### src/rtl/core/sva_pkg.sv
package sva_pkg;

	typedef enum logic [2:0] {
		CMD_ALLOC        = 3'd0,
		CMD_RELEASE      = 3'd1,
		CMD_KEY_ON       = 3'd2,
		CMD_SET_VLIMIT   = 3'd3,
		CMD_SET_CLIMIT   = 3'd4,
		CMD_CLEAR_ALL    = 3'd5
	} cmd_t;

	localparam logic [6:0] PRIO_RESET  = 7'd64;
	localparam logic [6:0] CLIMIT_RESET = 7'd127;
	localparam logic [3:0] NOTES_MAX   = 4'hf;

	typedef struct packed {
		logic [2:0]  cmd;
		logic [3:0]  chan;
		logic [6:0]  priority_req;
		logic [31:0] note_id;
		logic        mono_mode;
		logic [2:0]  voice_index;
		logic [6:0]  limit_value;
	} in_item_t;

	typedef struct packed {
		logic [2:0] voice;
		logic       voice_valid;
		logic [3:0] released_chan;
		logic       released_valid;
		logic       legato;
		logic [3:0] note_count;
	} out_item_t;

	typedef struct packed {
		logic remove;
		logic push;
		logic load;
	} list_op_t;

endpackage

### src/rtl/core/sva_list.sv
// Ordered voice list: remove closes the gap, push appends if absent and not full.
module sva_list #(
	parameter int VOICES    = 8,
	parameter int VW        = 3,
	parameter int LW        = 4,
	parameter bit INIT_FULL = 1'b0
) (
	input  logic              clk,
	input  logic              arst_n,
	input  sva_pkg::list_op_t op,
	input  logic [VW-1:0]     op_v,
	input  logic [LW-1:0]     load_len,
	input  logic [VW-1:0]     rd_idx,
	output logic [VW-1:0]     rd_data,
	input  logic [VW-1:0]     q_v,
	output logic              q_hit,
	output logic [LW-1:0]     len
);

	logic [VW-1:0]     ent_q [VOICES];
	logic [LW-1:0]     len_q;
	logic [VOICES-1:0] match;
	logic [VOICES-1:0] qmatch;

	always_comb begin
		for (int j = 0; j < VOICES; j++) begin
			match[j]  = (ent_q[j] == op_v) && (LW'(j) < len_q);
			qmatch[j] = (ent_q[j] == q_v) && (LW'(j) < len_q);
		end
	end

	assign q_hit   = |qmatch;
	assign rd_data = ent_q[rd_idx];
	assign len     = len_q;

	always_ff @(posedge clk or negedge arst_n) begin
		if (!arst_n) begin
			for (int i = 0; i < VOICES; i++) ent_q[i] <= VW'(i);
			len_q <= INIT_FULL ? LW'(VOICES) : '0;
		end else if (op.load) begin
			for (int i = 0; i < VOICES; i++) ent_q[i] <= VW'(i);
			len_q <= load_len;
		end else if (op.remove) begin
			if (|match) begin
				// shift down every entry at or after the match
				for (int i = 0; i < VOICES - 1; i++) begin
					if ((match & ({VOICES{1'b1}} >> (VOICES - 1 - i))) != '0)
						ent_q[i] <= ent_q[i+1];
				end
				len_q <= len_q - LW'(1);
			end
		end else if (op.push) begin
			if ((len_q < LW'(VOICES)) && !(|match)) begin
				ent_q[len_q[VW-1:0]] <= op_v;
				len_q <= len_q + LW'(1);
			end
		end
	end

endmodule

### src/rtl/core/synth_voice_allocator.sv
// S_IDLE takes an item, S_DECODE decodes it; key_on, channel limit, clear and unused
// codes go on to S_DONE. Mono alloc goes to S_APPLY; poly alloc scans the playing,
// then the free list, one entry per cycle, to S_APPLY and, if found, S_COMMIT. Release
// walks the playing list to the match; set_voice_limit steps S_LIMIT per voice added or
// dropped. One item at a time: req_ready returns as the result is loaded, and S_DONE
// waits while rsp_ready stalls. Reset (arst_n low) sets control, voice and channel state.
module synth_voice_allocator #(
	parameter int VOICES   = 8,
	parameter int CHANNELS = 16
) (
	input  logic               clk,
	input  logic               arst_n,
	input  logic               req_valid,
	output logic               req_ready,
	input  sva_pkg::in_item_t  req,
	output logic               rsp_valid,
	input  logic               rsp_ready,
	output sva_pkg::out_item_t rsp
);

	localparam int VW = $clog2(VOICES);
	localparam int LW = $clog2(VOICES + 1);
	localparam int CW = (CHANNELS > 1) ? $clog2(CHANNELS) : 1;

	// Remainder by repeated subtraction; evaluated at elaboration only.
	function automatic int modc(input int x, input int m);
		int r;
		r = x;
		for (int k = 0; k < 16; k++) if (r >= m) r = r - m;
		return r;
	endfunction

	function automatic logic [16*CW-1:0] ch_table();
		logic [16*CW-1:0] t;
		t = '0;
		for (int x = 0; x < 16; x++) t[x*CW +: CW] = CW'(modc(x, CHANNELS));
		return t;
	endfunction

	function automatic logic [8*VW-1:0] fv_table();
		logic [8*VW-1:0] t;
		t = '0;
		for (int x = 0; x < 8; x++) t[x*VW +: VW] = VW'(modc(x, VOICES));
		return t;
	endfunction

	localparam logic [16*CW-1:0] CH_TAB = ch_table();
	localparam logic [8*VW-1:0]  FV_TAB = fv_table();

	typedef enum logic [6:0] {
		S_IDLE   = 7'b0000001,
		S_DECODE = 7'b0000010,
		S_SCAN   = 7'b0000100,
		S_APPLY  = 7'b0001000,
		S_COMMIT = 7'b0010000,
		S_LIMIT  = 7'b0100000,
		S_DONE   = 7'b1000000
	} state_t;

	state_t state_q;

	// captured item
	logic [2:0]    cmd_q;
	logic [CW-1:0] ci_q;
	logic [6:0]    prio_q;
	logic [31:0]   nid_q;
	logic          mono_q;
	logic [2:0]    vidx_q;
	logic [6:0]    lim_q;

	// sequencer working registers
	logic [VW-1:0] idx_q;
	logic [VW-1:0] v_q;
	logic [6:0]    best_q;
	logic          found_q, from_play_q, over_q, scan_free_q;
	logic          legato_q, vvalid_q, rvalid_q;
	logic [CW-1:0] rch_q;
	logic [LW-1:0] i_q, nl_q, end_q, limit_q;
	logic          shrink_q;

	// voice and channel state
	logic [CW-1:0]     vchan_q [VOICES];
	logic [6:0]        vprio_q [VOICES];
	logic [31:0]       vnid_q  [VOICES];
	logic [VOICES-1:0] vkey_q;
	logic [3:0]        notes_q [CHANNELS];
	logic [6:0]        climit_q [CHANNELS];

	// output register
	sva_pkg::out_item_t out_q;
	logic               outv_q;

	// list control
	sva_pkg::list_op_t play_op, free_op;
	logic [VW-1:0]     play_v, free_v, play_qv, free_qv, play_rd, free_rd;
	logic [LW-1:0]     free_load_len, play_len, free_len;
	logic              play_hit, free_hit;

	// shared scan path
	logic [VW-1:0] sv, attr_a;
	logic [CW-1:0] a_chan;
	logic [6:0]    a_prio;
	logic [31:0]   a_nid;
	logic          a_key;
	logic          cand;
	logic [VW-1:0] iv;

	// note count write port
	logic          notes_we, notes_inc;
	logic [CW-1:0] notes_a;
	logic [3:0]    notes_cur, notes_new;

	sva_list #(.VOICES(VOICES), .VW(VW), .LW(LW), .INIT_FULL(1'b0)) u_play (
		.clk(clk), .arst_n(arst_n), .op(play_op), .op_v(play_v),
		.load_len(LW'(0)), .rd_idx(idx_q), .rd_data(play_rd),
		.q_v(play_qv), .q_hit(play_hit), .len(play_len)
	);

	sva_list #(.VOICES(VOICES), .VW(VW), .LW(LW), .INIT_FULL(1'b1)) u_free (
		.clk(clk), .arst_n(arst_n), .op(free_op), .op_v(free_v),
		.load_len(free_load_len), .rd_idx(idx_q), .rd_data(free_rd),
		.q_v(free_qv), .q_hit(free_hit), .len(free_len)
	);

	assign req_ready = (state_q == S_IDLE);
	assign rsp_valid = outv_q;
	assign rsp       = out_q;

	// Attribute reads use one address: the scanned entry, else the chosen voice.
	assign sv     = scan_free_q ? free_rd : play_rd;
	assign attr_a = (state_q == S_SCAN) ? sv : v_q;
	assign a_chan = vchan_q[attr_a];
	assign a_prio = vprio_q[attr_a];
	assign a_nid  = vnid_q[attr_a];
	assign a_key  = vkey_q[attr_a];
	assign iv     = i_q[VW-1:0];

	// Candidate test: lowest priority, later (older) entries win ties on <=;
	// over-limit only looks at the item's own channel.
	assign cand = (!found_q || (a_prio <= best_q)) && (!over_q || (a_chan == ci_q));

	assign notes_cur = notes_q[notes_a];
	assign notes_new = notes_inc ? ((notes_cur == sva_pkg::NOTES_MAX) ? notes_cur
		: notes_cur + 4'd1) : ((notes_cur == 4'd0) ? notes_cur : notes_cur - 4'd1);

	always_comb begin
		play_op       = '0;
		free_op       = '0;
		play_v        = v_q;
		free_v        = v_q;
		play_qv       = v_q;
		free_qv       = v_q;
		free_load_len = limit_q;
		notes_we      = 1'b0;
		notes_inc     = 1'b0;
		notes_a       = ci_q;
		unique case (state_q)
			S_DECODE: begin
				if (cmd_q == sva_pkg::CMD_CLEAR_ALL) begin
					play_op.load = 1'b1;
					free_op.load = 1'b1;
				end
			end
			S_APPLY: begin
				if (cmd_q == sva_pkg::CMD_ALLOC) begin
					if (mono_q) begin
						if (play_hit) begin
							if (a_chan == ci_q) begin
								if (!a_key) begin
									// retrigger: drop from playing, count kept net
									play_op.remove = 1'b1;
									notes_we       = 1'b1;
								end
							end else begin
								play_op.remove = 1'b1;
								notes_we       = 1'b1;
								notes_a        = a_chan;
							end
						end else begin
							free_op.remove = 1'b1;
						end
					end else if (found_q) begin
						if (from_play_q) begin
							play_op.remove = 1'b1;
							notes_we       = 1'b1;
							notes_a        = a_chan;
						end else begin
							free_op.remove = 1'b1;
						end
					end
				end else begin
					play_op.remove = 1'b1;
					free_op.push   = (LW'(v_q) < limit_q);
					notes_we       = 1'b1;
				end
			end
			S_COMMIT: begin
				if (!legato_q) begin
					play_op.push = 1'b1;
					notes_we     = 1'b1;
					notes_inc    = 1'b1;
				end
			end
			S_LIMIT: begin
				play_qv = iv;
				free_qv = iv;
				free_v  = iv;
				if (i_q < end_q) begin
					if (shrink_q) free_op.remove = 1'b1;
					else free_op.push = !play_hit && !free_hit;
				end
			end
			default: ;
		endcase
	end

	always_ff @(posedge clk or negedge arst_n) begin
		if (!arst_n) begin
			state_q <= S_IDLE;
			outv_q  <= 1'b0;
			limit_q <= LW'(VOICES);
			vkey_q  <= '0;
			for (int i = 0; i < VOICES; i++) begin
				vchan_q[i] <= '0;
				vprio_q[i] <= sva_pkg::PRIO_RESET;
				vnid_q[i]  <= '0;
			end
			for (int c = 0; c < CHANNELS; c++) begin
				notes_q[c]  <= '0;
				climit_q[c] <= sva_pkg::CLIMIT_RESET;
			end
		end else begin
			if (outv_q && rsp_ready) outv_q <= 1'b0;
			if (notes_we) notes_q[notes_a] <= notes_new;
			unique case (state_q)
				S_IDLE: begin
					if (req_valid) begin
						cmd_q   <= req.cmd;
						ci_q    <= CH_TAB[req.chan*CW +: CW];
						prio_q  <= req.priority_req;
						nid_q   <= req.note_id;
						mono_q  <= req.mono_mode;
						vidx_q  <= req.voice_index;
						lim_q   <= req.limit_value;
						state_q <= S_DECODE;
					end
				end
				S_DECODE: begin
					found_q     <= 1'b0;
					from_play_q <= 1'b0;
					legato_q    <= 1'b0;
					vvalid_q    <= 1'b0;
					rvalid_q    <= 1'b0;
					scan_free_q <= 1'b0;
					over_q      <= 1'b0;
					state_q     <= S_DONE;
					unique case (cmd_q)
						sva_pkg::CMD_ALLOC: begin
							if (mono_q) begin
								// fixed voice from the low three channel bits
								v_q     <= FV_TAB[3'(ci_q)*VW +: VW];
								state_q <= S_APPLY;
							end else begin
								over_q <= ({3'b000, notes_q[ci_q]} >= climit_q[ci_q]);
								if (play_len != '0) begin
									idx_q   <= VW'(play_len - LW'(1));
									state_q <= S_SCAN;
								end else if (({3'b000, notes_q[ci_q]} < climit_q[ci_q])
									&& (free_len != '0)) begin
									scan_free_q <= 1'b1;
									idx_q       <= VW'(free_len - LW'(1));
									state_q     <= S_SCAN;
								end else begin
									state_q <= S_APPLY;
								end
							end
						end
						sva_pkg::CMD_RELEASE: begin
							if (play_len != '0) begin
								idx_q   <= '0;
								state_q <= S_SCAN;
							end
						end
						sva_pkg::CMD_KEY_ON: begin
							if (32'(vidx_q) < VOICES) vkey_q[VW'(vidx_q)] <= 1'b1;
						end
						sva_pkg::CMD_SET_VLIMIT: begin
							if (lim_q > 7'(VOICES)) begin
								nl_q     <= LW'(VOICES);
								shrink_q <= (LW'(VOICES) < limit_q);
								i_q      <= (LW'(VOICES) < limit_q) ? LW'(VOICES) : limit_q;
								end_q    <= (LW'(VOICES) < limit_q) ? limit_q : LW'(VOICES);
							end else begin
								nl_q     <= LW'(lim_q);
								shrink_q <= (LW'(lim_q) < limit_q);
								i_q      <= (LW'(lim_q) < limit_q) ? LW'(lim_q) : limit_q;
								end_q    <= (LW'(lim_q) < limit_q) ? limit_q : LW'(lim_q);
							end
							state_q <= S_LIMIT;
						end
						sva_pkg::CMD_SET_CLIMIT: begin
							climit_q[ci_q] <= lim_q;
						end
						sva_pkg::CMD_CLEAR_ALL: begin
							// keep the voice limit; lists reload in the list units
							vkey_q <= '0;
							for (int i = 0; i < VOICES; i++) begin
								vchan_q[i] <= '0;
								vprio_q[i] <= sva_pkg::PRIO_RESET;
								vnid_q[i]  <= '0;
							end
							for (int c = 0; c < CHANNELS; c++) begin
								notes_q[c]  <= '0;
								climit_q[c] <= sva_pkg::CLIMIT_RESET;
							end
						end
						default: ;
					endcase
				end
				S_SCAN: begin
					if (cmd_q == sva_pkg::CMD_RELEASE) begin
						// walk oldest first, stop at the first id match
						if (a_nid == nid_q) begin
							v_q     <= sv;
							found_q <= 1'b1;
							state_q <= S_APPLY;
						end else if (LW'(idx_q) == play_len - LW'(1)) begin
							state_q <= S_DONE;
						end else begin
							idx_q <= idx_q + VW'(1);
						end
					end else begin
						if (cand) begin
							best_q      <= a_prio;
							v_q         <= sv;
							found_q     <= 1'b1;
							from_play_q <= !scan_free_q;
						end
						if (idx_q == '0) begin
							if (!scan_free_q && !over_q && (free_len != '0)) begin
								scan_free_q <= 1'b1;
								idx_q       <= VW'(free_len - LW'(1));
							end else begin
								state_q <= S_APPLY;
							end
						end else begin
							idx_q <= idx_q - VW'(1);
						end
					end
				end
				S_APPLY: begin
					if (cmd_q == sva_pkg::CMD_ALLOC) begin
						state_q <= S_COMMIT;
						if (mono_q) begin
							if (play_hit && (a_chan == ci_q) && a_key) legato_q <= 1'b1;
							if (play_hit && (a_chan != ci_q)) begin
								rch_q    <= a_chan;
								rvalid_q <= 1'b1;
							end
						end else if (!found_q) begin
							state_q <= S_DONE;
						end else if (from_play_q) begin
							rch_q    <= a_chan;
							rvalid_q <= 1'b1;
						end
					end else begin
						if (a_key) begin
							vnid_q[v_q]  <= '0;
							vprio_q[v_q] <= prio_q;
							vkey_q[v_q]  <= 1'b0;
						end
						vvalid_q <= 1'b1;
						state_q  <= S_DONE;
					end
				end
				S_COMMIT: begin
					vchan_q[v_q] <= ci_q;
					vprio_q[v_q] <= prio_q;
					vnid_q[v_q]  <= nid_q;
					vkey_q[v_q]  <= 1'b0;
					vvalid_q     <= 1'b1;
					state_q      <= S_DONE;
				end
				S_LIMIT: begin
					if (i_q < end_q) begin
						if (!shrink_q && !play_hit && !free_hit) begin
							vchan_q[iv] <= '0;
							vprio_q[iv] <= '0;
						end
						i_q <= i_q + LW'(1);
					end else begin
						limit_q <= nl_q;
						state_q <= S_DONE;
					end
				end
				S_DONE: begin
					// hold the result until the output register is free
					if (!outv_q || rsp_ready) begin
						out_q.voice          <= vvalid_q ? 3'(v_q) : 3'd0;
						out_q.voice_valid    <= vvalid_q;
						out_q.released_chan  <= rvalid_q ? 4'(rch_q) : 4'd0;
						out_q.released_valid <= rvalid_q;
						out_q.legato         <= legato_q;
						out_q.note_count     <= notes_q[ci_q];
						outv_q               <= 1'b1;
						state_q              <= S_IDLE;
					end
				end
				default: state_q <= S_IDLE;
			endcase
		end
	end

endmodule

### config.mk
export PLATFORM = sky130hd
export DESIGN_NAME = synth_voice_allocator
export DESIGN_NICKNAME = d
export VERILOG_FILES = /design/src/rtl/core/sva_pkg.sv /design/src/rtl/core/sva_list.sv /design/src/rtl/core/synth_voice_allocator.sv
export SDC_FILE = /design/constraint.sdc
export NUM_CORES = 2
export LEC_CHECK = 0
export BUFFER_PORTS_ARGS = -buffer_cell sky130_fd_sc_hd__clkbuf_2
export CAP_MARGIN = 10
export CORE_MARGIN = 2
export CORE_UTILIZATION = 48
export DETAILED_ROUTE_END_ITERATION = 10
export GPL_TIMING_DRIVEN = 0
export PLACE_DENSITY_LB_ADDON = 0.12
export SYNTH_ARGS = -nofsm -noshare
export SYNTH_HDL_FRONTEND = slang
export SYNTH_SLANG_ARGS = --single-unit
### constraint.sdc
create_clock -name clk -period 7.8 [get_ports clk]
set_clock_uncertainty 0.05 [all_clocks]
set_input_delay 0.39 -clock clk [delete_from_list [all_inputs] [get_ports clk]]
set_output_delay 0.39 -clock clk [all_outputs]
set_load 0.005 [all_outputs]
Word level (Yosys, flattened, before mapping)
Cells that the tools add are included.
Word-level totals
  bits in registers: 704
  input bits: 61
  output and inout bits: 16
  logic and storage cells: 638
Operators by class
  add/sub/neg operators: 9
  multiply operators: 1
  $lt $le $gt $ge: 45
  equality and inequality tests: 94
  shifts and indexed selects: 2
  multiplexer cells: 227
  bitwise operators: 20
  reduce and logical (&&, ||, !) cells: 134
Operators by type and width (count)
  two-way mux 256 bit: 3
  one-hot mux 256 bit (3 select lines): 1
  two-way mux 56 bit: 5
  bitwise AND 256 bit: 1
  bitwise mux 256 bit: 1
  inverter 256 bit: 1
  one-hot mux 112 bit (2 select lines): 1
  one-hot mux 56 bit (4 select lines): 1
  two-way mux 32 bit: 6
  two-way mux 64 bit: 3
  two-way mux 4 bit: 44
  two-way mux 24 bit: 6
  two-way mux 7 bit: 19
  two-way mux 3 bit: 39
  bitwise mux 112 bit: 1
  binary-select mux 32 bit (select 3 bit): 1
  demux 32 bit (select 3 bit): 1
  one-hot mux 32 bit (3 select lines): 1
  nonzero test 8 bit: 12
  two-way mux 21 bit: 4
  AND reduction 4 bit: 21
  == test 3 bit: 24
  bitwise mux 64 bit: 1
  indexed part select 64 x 7 -> 4 bit, first input constant: 1
  other kinds (98): 334

Depth between registers and ports, before layout
  depth in word-level cells: 27
  gate-level depth with buffers: 27
  mapped depth without buffers: 21

By module
A second synthesis with hierarchy kept.
Unflattened totals
  cell total of the unflattened synthesis: 3269
  area, all modules: 36900.4 µm²
By module, submodules not included
  synth_voice_allocator: times used 1, cells each 2722, area an instance 31657.9 µm², seq. area each 16908.7 µm²
  sva_list (u_play): times used 1, cells each 278, area an instance 2642.5 µm², seq. area each 715.7 µm²
  sva_list (u_free): times used 1, cells each 269, area an instance 2600.0 µm², seq. area each 716.9 µm²

Least setup slack after synthesis
No wires, ideal clock.
  kind: reg-to-reg
  start: reg idx_q[0]
  end: reg v_q[0] (netlist: play_v[0]) (enable)
  setup time: 347 ps
  arrival time: 6262 ps
  required time: 7403 ps
  path slack: 1141 ps
  stages on the path, launching flop included: 22
  buffers on the path: 6
  period minus slack after synthesis: 6659 ps
  path through: edfxtp_1 -> clkbuf_1 -> mux4_2 -> mux4_2 -> nor2_1 -> a21o_1 -> clkbuf_1 -> buf_2 -> buf_1 -> clkbuf_1 -> buf_1 -> mux4_2 -> mux2_2 -> ha_1 -> a21o_1 -> a21oi_1 -> o21ai_0 -> o211ai_1 -> a21boi_0 -> o211ai_1 -> a21oi_1 -> a21boi_0
On the way
  cells in the longest elaborated chain, start to end: 15
  elaborated cells between the ends (all ways): 28
  those cells by class: 1 x order compare; 4 x eq/ne; 17 x mux; 2 x bitwise; 4 x reduce/logical
RTL lines
  from (decl): RTL line synth_voice_allocator.sv:72  | logic [VW-1:0] idx_q;
  from (signal assigned): RTL line synth_voice_allocator.sv:266  | idx_q <= VW'(play_len - LW'(1));
  from (signal assigned): RTL line synth_voice_allocator.sv:271  | idx_q <= VW'(free_len - LW'(1));
  from (signal assigned): RTL line synth_voice_allocator.sv:330  | idx_q <= idx_q + VW'(1);
  inverter 3 -> 4 bit (implied by the code) (*): RTL line sva_list.sv:33  | assign rd_data = ent_q[rd_idx];
  binary-select mux 3 bit (select 3 bit): RTL line sva_list.sv:33
  two-way mux 3 bit (implied by the code) (2 in series): RTL line sva_list.sv:33
  two-way mux 3 bit (*): RTL line synth_voice_allocator.sv:130  | assign sv = scan_free_q ? free_rd : play_rd;
  two-way mux 3 bit (*): RTL line synth_voice_allocator.sv:131  | assign attr_a = (state_q == S_SCAN) ? sv : v_q;
  inverter 3 -> 4 bit (implied by the code) (*): RTL line synth_voice_allocator.sv:133  | assign a_prio = vprio_q[attr_a];
  binary-select mux 7 bit (select 3 bit) (*): RTL line synth_voice_allocator.sv:133
  two-way mux 7 bit (implied by the code) (*) (2 in series): RTL line synth_voice_allocator.sv:133
  via a_prio[5]: RTL line synth_voice_allocator.sv:102  | logic [6:0] a_prio;
  less-or-equal comparator 7 bit (*): RTL line synth_voice_allocator.sv:140  | assign cand = (!found_q || (a_prio <= best_q)) && (!over_q || (a_chan == ci_q));
  logical OR 1 bit (*): RTL line synth_voice_allocator.sv:140
  logical AND 1 bit (*): RTL line synth_voice_allocator.sv:140
  != test 3 x 2 -> 1 bit (no line) (*)
  AND reduction 6 bit (no line) (*)
  to (signal assigned): RTL line synth_voice_allocator.sv:261  | v_q <= FV_TAB[3'(ci_q)*VW +: VW];
  to (signal assigned): RTL line synth_voice_allocator.sv:324  | v_q <= sv;
  to (signal assigned): RTL line synth_voice_allocator.sv:335  | v_q <= sv;
  to (decl): RTL line synth_voice_allocator.sv:73  | logic [VW-1:0] v_q;
The timed path passes the listed nets; every way through them passes the cells marked *. The select of a mux whose other input is x is not followed.
A chain may end at the register's enable or synchronous reset.

Worst setup path after layout
  start: reg idx_q[1]
  end: reg v_q[0] (netlist: play_v[0]) (enable)
On the way
  cells in the longest elaborated chain, start to end: 15
  elaborated cells between the ends (all ways): 28
  those cells by class: 1 x order compare; 4 x eq/ne; 17 x mux; 2 x bitwise; 4 x reduce/logical
RTL lines (RTL line)
  inverter 3 -> 4 bit (implied by the code) (*): sva_list.sv:33
  binary-select mux 3 bit (select 3 bit): sva_list.sv:33
  two-way mux 3 bit (implied by the code) (2 in series): sva_list.sv:33
  two-way mux 3 bit (*): synth_voice_allocator.sv:130
  two-way mux 3 bit (*): synth_voice_allocator.sv:131
  inverter 3 -> 4 bit (implied by the code) (*): synth_voice_allocator.sv:132, synth_voice_allocator.sv:133, synth_voice_allocator.sv:134
  binary-select mux 7 bit (select 3 bit) / binary-select mux 4 bit (select 3 bit) (equally long branches): synth_voice_allocator.sv:133, synth_voice_allocator.sv:132
  two-way mux 7 bit (implied by the code) / two-way mux 4 bit (equally long branches) (2 in series): synth_voice_allocator.sv:133, synth_voice_allocator.sv:132
  less-or-equal comparator 7 bit / == test 4 bit (equally long branches): synth_voice_allocator.sv:140
  logical OR 1 bit: synth_voice_allocator.sv:140
  logical AND 1 bit: synth_voice_allocator.sv:140
  != test 3 x 2 -> 1 bit (no line)
  AND reduction 6 bit (no line) (*)
Every way passes the cells marked *; elsewhere a longest branch is shown, timed or not. The select of a mux whose other input is x is not followed.

==> metrics.log <==
INFO  metric outcome = complete, no violations
INFO  metric count_of_flip_flops_with_a_built_in_enable_after_synthesis = ~110
INFO  metric path_max_fanout = 10
INFO  metric placedInstanceArea = about 0.038 sq mm
INFO  metric tritoncts.num_buffers = 80
INFO  metric vias = 29,843
INFO  metric synth_cell_type_count = slightly below 90
INFO  metric postRouteAntennaNets = 0
INFO  metric design.final.nets = approximately 3,800
INFO  metric io_buffer_count = 76
INFO  metric chipWidth = ~280 um
INFO  metric finalCritPeriodShare = slightly below 100%
INFO  metric critical_path_class = register to register
INFO  metric critPathLaunchType = register
INFO  metric place.detailed.hpwl = roughly 84 mm
INFO  metric synth.net_count = 3,556
INFO  metric setup_bufs_post_cts = 0
INFO  metric pwr_density_cell = between 200 and 300 mW/mm^2
INFO  metric yosys_most_used_dff = dfrtp_1
INFO  metric post-route-drc-count = 0
INFO  metric grt_start_max_net_pins = 123
INFO  metric antenna_found_initial = 1
INFO  metric async_reset_ff_share = between 80% and 90%
INFO  metric worst-slew-pin-transition = around 1.3 ns
INFO  metric synthesis.yosys.warnings = 0
INFO  metric seq_area_frac_synth = roughly half
INFO  metric fp.dieH = 278 um
INFO  metric drt_iter0_drc = 3,131
INFO  metric design.die.area = slightly below 0.08 sq mm
INFO  metric synth_top_family_by_area = compound AO/OA/AOI/OAI gates
INFO  metric antennaDiodeCount = 0
INFO  metric finalCriticalPeriod = approximately 7.6 ns
INFO  metric synthesis.instances = roughly 3,500
INFO  metric slew_viol_final = 0
INFO  metric post_route_cells_drive_above_1_share = between 15 and 20%
INFO  metric gpl.final_weighted_congestion = around 0.93
INFO  metric clk_root_buffer_cell = clkbuf_16
INFO  metric multiplexer_share_of_the_synthesized_area = about an eighth
INFO  metric design_area = just over 0.04 sq mm
INFO  metric floorplan.initialDensity = roughly half
INFO  metric synth_seq_cells = approximately 700
INFO  metric power.static_leakage = approximately 16 nW
INFO  metric critPathRequiredTime = approximately 8.0 ns
INFO  metric drv.max_cap_violation_count = 0
INFO  metric wl_per_cell = about 25 um
INFO  metric placement_rows = 100
INFO  metric route.detailed.vias_per_inst = approximately 6.3
INFO  metric syn-mean-instance-area = roughly 10 sq um
INFO  metric worst_slew_margin_rel = between 10% and 20%
INFO  metric critical_path_endpoint_category = register
INFO  metric final-hold-violation-count = 0
INFO  metric path_clk_slew = about 0.06 ns
INFO  metric hold_class = input pin to register
INFO  metric fp.coreArea = ~0.074 sq mm
INFO  metric setup_repair_after_global_routing_missed_its_margin = false
INFO  metric num_io_pins = a little under 80
INFO  metric clock_latency = around 0.64 ns
INFO  metric wirelength = 119 mm
INFO  metric final-setup-viol-count = 0
INFO  metric numClockSinks = 704
INFO  metric irDropWorstVdd = 212 uV
INFO  metric synth_xor_area_share = 2.46%
INFO  metric max_clock_freq = roughly 130 MHz
INFO  metric grt_util_all_layers = between 30% and 40%
INFO  metric dr.pass1.iters = 6
INFO  metric grt_pass1_vias = between 20,000 and 30,000
INFO  metric placed_cells_incl_taps = ~4,500
INFO  metric cts_max_level = 3
INFO  metric cts.path.max_buffers = 3
INFO  metric cp_data_arrival_time = 7.80 ns
INFO  metric grt_overflow_total = 0
INFO  metric synth-adder-area-share = approximately 1.1%
INFO  metric syn2layout_area_growth = 14.1%
INFO  metric cts_tree = done
INFO  metric synth-simple-area-share = approximately an eighth
INFO  metric first_pass_grt_wire_length = about 180 mm
INFO  metric synthesis.area = 0.0359 sq mm
INFO  metric finalNonFillerCells = around 4,700
INFO  metric synth_compound_area_share = between 10% and 20%
==> cell families (layout without fill, tap and decap cells) <==
kind of cell,Yosys count,count (layout)
mux,252,252
xor+xnor,101,101
flops,704,704
buf+inv,304,596
compound gates,996,996
fa+ha+maj,33,33
simple gates,1072,1072
==> flip-flops by register name (all words and copies together) (netlist names), 7 cells and up, named ones only <==
register,flops
vchan_q,32
u_play.ent_q,24
rsp,14
vprio_q,56
state_q,7
prio_q,7
notes_q,48
lim_q,7
climit_q,112
vkey_q,8
nid_q,32
u_free.ent_q,24
vnid_q,256
best_q,7
==> cell type report <==
class,instances,area [sq um]
multi-input cells,2454,16400
plain buffers,238,952
well taps,969,1210
inverters,65,244
repair buffers,145,1190
flip-flops and latches,704,18300
fillers,6596,33300
clock buffers,116,2330
clock inverters,32,282
==> metrics by stage <==
step                total power [mW]  utilization (%)  setup WS, ns  setup TNS (ns)  hold WS [ns]
detailed placement              7.66             50.8         -1.01          -10.80         0.363
global placement                7.59             50.5         -7.95        -4315.33         0.386
CTS                             11.5             55.1        0.0374               0         0.105
floorplan                       6.55                -          1.14               0        0.0444
finish                          11.5             55.1         0.237               0         0.116
global route                    12.0             55.1        0.0313               0         0.118
==> power breakdown <==
| group | total [mW] | switching [mW] | leakage [nW] | internal [mW] |
|---|---|---|---|---|
| Combinational | 2.89 | 1.91 | 6.24 | 0.980 |
| Sequential | 4.83 | 0.405 | 8.77 | 4.43 |
| Clock | 3.78 | 1.59 | 1.29 | 2.19 |
| Total | 11.5 | 3.90 | 16.3 | 7.60 |
==> metal layers <==
metal,up-vias,track usage (%),share of wire [%]
li1,13081,-,-
met1,15075,43.5,42
met2,1437,48.7,46
met3,250,5.79,8.2
met4,0,10.4,3.3
met5,-,0,0
==> layout by cell type, fill, tap and decap left out, types with 33 or more instances in the layout <==
master,instances
o31ai_1,54
xnor2_1,51
clkbuf_1,210
dlygate4sd3_1,59
dfrtp_1,449
mux2i_1,80
clkbuf_2,84
dfstp_2,147
mux4_2,136
clkbuf_16,84
nand3_1,105
nand2_1,527
edfxtp_1,108
inv_1,61
a21oi_1,231
a32o_1,39
o21ai_0,417
nor2_1,237
xor2_1,50
mux2_2,33
nor3_1,39
ha_1,33
==> path summary, 6_finish.rpt <==
kind                                  startpoint                      endpoint  slack, ns  cells past startpoint
hold / removal                         rsp_ready           rsp_valid$_DFF_PN0_       0.12                      3
setup reg to reg              idx_q[1]$_DFFE_PP_           play_v[0]$_DFFE_PP_       0.24                     18
setup / recovery              idx_q[1]$_DFFE_PP_           play_v[0]$_DFFE_PP_       0.24                     18
max in group asynchronous                 arst_n         notes_q[22]$_DFF_PN0_       5.97                      4
hold reg to reg            nl_q[3]$_SDFFCE_PP1P_  free_load_len[3]$_DFFE_PN1P_       0.41                      2
min in group asynchronous                 arst_n        vnid_q[15]$_DFFE_PN0P_       0.26                      2
==> cells in the mapped netlist (19+ instances only) <==
| library cell | number | area (sq um) |
|---|---|---|
| nand2b_1 | 26 | 163 |
| mux4_2 | 136 | 3060 |
| edfxtp_1 | 108 | 3240 |
| dfrtp_1 | 449 | 11200 |
| nand3_1 | 105 | 526 |
| mux2i_1 | 80 | 801 |
| mux2_2 | 33 | 372 |
| nor3_1 | 39 | 195 |
| o211ai_1 | 27 | 203 |
| a32o_1 | 39 | 390 |
| nand2_1 | 527 | 1980 |
| ha_1 | 33 | 413 |
| nand4_1 | 30 | 188 |
| a22oi_1 | 23 | 173 |
| xnor2_1 | 51 | 447 |
| buf_1 | 23 | 86.3 |
| inv_1 | 61 | 229 |
| nor2_1 | 239 | 897 |
| xor2_1 | 50 | 438 |
| clkbuf_1 | 198 | 743 |
| and2_1 | 19 | 119 |
| a21oi_1 | 231 | 1160 |
| dfstp_2 | 147 | 3860 |
| nor4_1 | 22 | 138 |
| o21ai_0 | 418 | 2090 |
| a22o_1 | 25 | 219 |
| o31ai_1 | 54 | 405 |
==> what timing repair did <==
| action | in CTS | in global routing |
|---|---|---|
| resized for setup | 10 | 11 |
| hold endpoints to repair | 112 | 0 |
| endpoints found under the setup margin | 12 | 26 |
| hold buffers | 59 | 0 |
==> worst max-delay path, stage by stage, from the launching register on <==
cell and delay [ns]:
edfxtp_1 0.37, buf_2 0.21, buf_2 0.32, mux4_2 0.57, mux4_2 0.53, nor2_1 0.17, a21o_1 0.27, buf_2 0.40
clkbuf_2 0.49, clkbuf_1 0.84, mux4_2 0.42, mux2i_1 0.18, xor2_1 0.36, nand4_1 0.20, nor4_1 0.73, a21o_1 0.32
o211ai_1 0.11, a21oi_1 0.24, a21boi_1 0.41
No activity file was read; power rests on OpenSTA's default activity.
